<file path="config.mk">
export PLATFORM = sky130hd
export DESIGN_NAME = rrb_front
export DESIGN_NICKNAME = d
export VERILOG_FILES = /design/src/rtl/core/rrb_pkg.sv /design/src/rtl/core/rrb_front.sv
export SDC_FILE = /design/constraint.sdc
export NUM_CORES = 1
export LEC_CHECK = 0
export ABC_AREA = 0
export BUFFER_PORTS_ARGS = -buffer_cell sky130_fd_sc_hd__buf_2
export CAP_MARGIN = 20
export CORE_MARGIN = 1.5
export CORE_UTILIZATION = 30
export CTS_CLUSTER_DIAMETER = 80
export DETAILED_ROUTE_END_ITERATION = 6
export PLACE_DENSITY = 0.58
export SETUP_SLACK_MARGIN = 0.15
export SYNTH_ARGS = -nofsm -noshare
export SYNTH_HDL_FRONTEND = slang
export SYNTH_SLANG_ARGS = --single-unit
</file>
<file path="constraint.sdc">
create_clock -name i_clk -period 8.3 [get_ports i_clk]
set_input_delay 1.245 -clock i_clk [delete_from_list [all_inputs] [get_ports i_clk]]
set_output_delay 1.245 -clock i_clk [all_outputs]
set_load 0.005 [all_outputs]
</file>
<file path="src/rtl/core/rrb_pkg.sv">
// ----------------------------------------------------------------------------
// rrb_pkg
// Shared types and constants of the receive reassembly buffer.
// ----------------------------------------------------------------------------
`default_nettype none

package rrb_pkg;

    // width of the contiguous-count result field
    localparam int AVAIL_W = 13;

    // one classified input item, as queued between front and back
    typedef struct packed {
        logic        kind;            // 0 = segment byte, 1 = read
        logic [31:0] seg_start;
        logic [15:0] seg_length;
        logic [15:0] byte_offset;
        logic [7:0]  data_byte;
        logic        last_of_segment;
        logic        in_range;        // byte_offset below seg_length
    } t_item;

    // result fields except the contiguous count
    typedef struct packed {
        logic        read_valid;
        logic [7:0]  read_byte;
        logic        ack_now;
        logic        reject_now;
        logic [31:0] ack_seq;
        logic [15:0] echo_len;
    } t_result;

    // item kinds
    localparam logic KIND_SEG  = 1'b0;
    localparam logic KIND_READ = 1'b1;

endpackage

`default_nettype wire

</file>
<file path="src/rtl/core/rrb_front.sv">
// ----------------------------------------------------------------------------
// rrb_front
// Input side: takes items, flags out-of-segment bytes, queues two items.
// ----------------------------------------------------------------------------
`default_nettype none

module rrb_front (
    input  wire logic          i_clk,
    input  wire logic          i_rst_n,
    input  wire logic          i_valid,
    output logic               o_stall,
    input  wire logic          i_kind,
    input  wire logic [31:0]   i_seg_start,
    input  wire logic [15:0]   i_seg_length,
    input  wire logic [15:0]   i_byte_offset,
    input  wire logic [7:0]    i_data_byte,
    input  wire logic          i_last_of_segment,
    output rrb_pkg::t_item     o_item,
    output logic               o_item_valid,
    input  wire logic          i_pop
);
    import rrb_pkg::*;

    t_item       r_q [2];
    logic        r_wp, r_rp;
    logic [1:0]  r_cnt;
    t_item       n_entry;
    logic        push;

    // classify the incoming item
    always_comb begin
        n_entry.kind            = i_kind;
        n_entry.seg_start       = i_seg_start;
        n_entry.seg_length      = i_seg_length;
        n_entry.byte_offset     = i_byte_offset;
        n_entry.data_byte       = i_data_byte;
        n_entry.last_of_segment = i_last_of_segment;
        n_entry.in_range        = (i_byte_offset < i_seg_length);
    end

    assign o_stall      = (r_cnt == 2'd2);
    assign push         = i_valid && !o_stall;
    assign o_item       = r_q[r_rp];
    assign o_item_valid = (r_cnt != 2'd0);

    // queue storage
    always_ff @(posedge i_clk) begin
        if (push) begin
            r_q[r_wp] <= n_entry;
        end
    end

    // queue pointers
    always_ff @(posedge i_clk) begin
        if (!i_rst_n) begin
            r_wp  <= 1'b0;
            r_rp  <= 1'b0;
            r_cnt <= 2'd0;
        end else begin
            if (push) r_wp <= ~r_wp;
            if (i_pop) r_rp <= ~r_rp;
            r_cnt <= r_cnt + {1'b0, push} - {1'b0, i_pop};
        end
    end

endmodule

`default_nettype wire

</file>
==> summary by stage <==
Detailed routing
The DRC violation count after routing is 0. The pre-antenna-repair detailed-routing pass consisted of 4 iterations. The remaining antenna violation count is 0. For this block, the routed nets add up to 12.01 mm of wire.

The ratio of routed vias to standard cells is 4.231. The routed layout has 3190 vias. The average wire length per cell after detail routing is 15.92 um. For this block, the initial DRC count from the detailed router was 80.

Placed design
Buffers placed on the I/O ports in this run total 154. In this run the cell area measured after placement is 7076 sq um. The instance count after placement with tap cells included is 720. The half-perimeter wire length after placement is 7.646 mm.

The pre-CTS setup slack is 5.211 ns. The final weighted congestion of routability-driven global placement is 0.7187.

Cells and area
The finished layout holds 754 standard cells, fillers aside. The top cell types in the final layout, fill and taps aside, are 154 x sky130_fd_sc_hd__buf_2, 150 x sky130_fd_sc_hd__edfxtp_1, 75 x sky130_fd_sc_hd__mux2_2. Of the cells placed in the final design, the portion with a size suffix greater than 1 is 54.19%. The number of inserted filler cells in the final layout is 1839. The library cell used most frequently in the layout, excluding fill and tap cells, is sky130_fd_sc_hd__buf_2. The number of antenna diodes in the final layout is 0.

The finished cells cover 7739 sq um. The combined flip-flop and latch cell area is 4608 sq um. The layout overhead on the synthesized area is 28.93%. At the end of the flow, the number of nets in the layout was 571. The area taken by multi-input logic gates is 1286 sq um.

Power and ir drop
The internal power of the cells totals 1.664 mW. The power density of the placed cells is 281.6 nW/um^2. The proportion of power drawn by combinational gates is 14.5%. The clock network is responsible for 37.6% of the overall power. The switching power is 0.5148 mW. Of the total power, the share spent switching nets is 23.62%.

The leakage power of the design is 2.982 nW. The sequential cell fraction of total power is 47.9%. VDD sags by at most 0.1288 mV.

Logic synthesis
The post-synthesis cell type with the largest combined area is sky130_fd_sc_hd__edfxtp_1. The post-synthesis sequential area ratio is 76.71%. The count of synthesis-stage warnings from yosys is 0. The average cell area after synthesis is 19.49 sq um.

Synthesis inferred 155 register bits. The area of the mapped netlist is 6002 sq um. Ranked by total cell area, the synthesized netlist is headed by sky130_fd_sc_hd__edfxtp_1 75%, sky130_fd_sc_hd__mux2_2 14%, sky130_fd_sc_hd__ha_1 3.5%, sky130_fd_sc_hd__dfxtp_1 1.7%, sky130_fd_sc_hd__inv_1 1.2%.

The synthesized design devotes to its leading area cell type 75.05% of total area. The instance count of the mapped netlist is 308. The distinct cell type count after synthesis is 24.

When the netlist entered floorplanning its net count stood at 403.

Clocking
The CTS buffer count is 17. The count of cells resized by post-cts repair is 0. The clock passes through at most 2 buffers. The H-tree depth is 4. The CTS tree is yes. CTS saw 155 sinks. The tree is rooted in a sky130_fd_sc_hd__clkbuf_16. The clock input transition at the sequential cells of the worst setup and hold paths is 0.06 ns. The post-cts hold buffer count is 0. Once the clock tree was built, the setup fixing pass inserted 0 buffers.

The later pin in the worst-skew pair is clocked with a latency of 0.41 ns.

Worst setup path
The nature of the critical path startpoint is a register. The type of element capturing the critical path is an output pin. The required time at the worst-slack endpoint is 7.05 ns.

The classification of the worst setup path is register to output pin. Of all nets on the critical path, the largest fanout is 75. Data arrives at the worst endpoint at 2.06 ns.

Floorplan
The number of top-level pins is 155. The x dimension of the die is 144.4 um. The floorplan has 51 rows. The floorplan step defined a core boundary enclosing 19530 sq um. Once the floorplan was initialized, standard cells occupied 30.74% of the core.

The y dimension of the die is 144.4 um. The floorplan step defined a die boundary enclosing 20860 sq um.

Global routing
The first global-routing pass estimated 17.69 mm of wire. Entering global routing, the biggest net connects 76 pins. The via count of the first global-routing pass is 3395. The initial antenna violation count was 0. The aggregate global-route resource usage is 11.71%.

The remaining global-route overflow is 0.

STA
Setup slack closes at 4.993 ns. Adding up every negative setup slack in the final design gives 0 ns. The peak clock frequency supported by timing is 302.4 MHz. Setup repair after global routing left no endpoint under its margin. The worst hold slack after final layout is 0.5754 ns.

After layout, the worst path uses 39.85% of the clock period. The maximum clock skew at final layout is 0.005597 ns. The slew at the pin closest to its max-slew limit is 1.050 ns.

Measured against its own limit, the worst slew margin works out to 30.01%. Setup violations remaining at the end of the flow were counted as 0. The post-route minimum period is 3.307 ns. The total count of max-transition violations in the final report is 0. The hold violation count in the final report is 0.

Run status
The run finished with clean final reports.

Job
The max-cap check violation count is 0.

Hold path
The min-delay analysis places its worst path in the category register to register.
stage by stage:
step | utilization [%] | power [mW]
after detailed placement | 36.24 | 1.380
after global routing | 39.63 | 2.286
after CTS | 39.43 | 2.210
final | 39.63 | 2.179
after floorplan | - | 1.230
after global placement | 36.24 | 1.367
power groups by stage:
stage | Clock (mW) | Sequential [mW] | Combinational [mW]
detailed placement | 0 | 1.07 | 0.314
floorplan | 0 | 1.05 | 0.182
global placement | 0 | 1.06 | 0.309
CTS | 0.844 | 1.05 | 0.317
global route | 0.877 | 1.06 | 0.352
finish | 0.819 | 1.04 | 0.317
layout make-up:
class                           instances  share of cell area (%)
Sequential cell                       155                   59.55
Tap cell                              265                   4.285
Inverter                               19                  0.9216
Clock buffer                           19                   5.594
Multi-Input combinational cell        126                   16.62
Timing Repair Buffer                  157                   10.57
Clock inverter                         13                   2.458
cell families after synthesis:
logic type | count (synthesis) | synth area share [%]
fa+ha+maj | 17 | 3.544
mux | 75 | 14.07
flops | 155 | 76.71
xor+xnor | 4 | 0.5838
buf+inv | 27 | 2.064
compound gates | 12 | 1.376
simple gates | 18 | 1.647
synthesized netlist by cell type, drive strengths merged:
master,instances
edfxtp,150
mux2,75
inv,19
ha,17
buf,8
and2,5
dfxtp,5
a21o,3
a21oi,3
nand2,3
xnor2,3
and3,2
nand2b,2
nand4,2
nor2,2
o21ai,2
a2111oi,1
a221o,1
nor3,1
o21a,1
o311ai,1
or2,1
xor2,1
per-layer routing:
layer / vias up / global-route usage, % / share of wire [%]
li1: 1520 / - / -
met1: 1578 / 13.47 / 43
met2: 85 / 19.99 / 51
met3: 7 / 4.338 / 4.9
met4: 0 / 4.147 / 0.99
met5: - / 0 / 0
sequential cells by signal, indices dropped and copies added (netlist names), named ones only:
register,flops
r_cnt,2
r_wp,1
r_rp,1
r_q,150
final timing paths:
path	endpoint	slack [ns]	startpoint	cells after the start
max	o_item[47]	4.99	register	2
min	register	0.58	r_rp	2
max reg2reg	r_q[0][22]	6.44	r_cnt[0]	5
min reg2reg	register	0.58	r_rp	2
critical path, cell delays in order (launching register included):
cell and delay [ns]:
sky130_fd_sc_hd__dfxtp_4 1.03, sky130_fd_sc_hd__mux2_2 0.44, sky130_fd_sc_hd__buf_2 0.13
No activity file was read; power rests on OpenSTA's default activity.
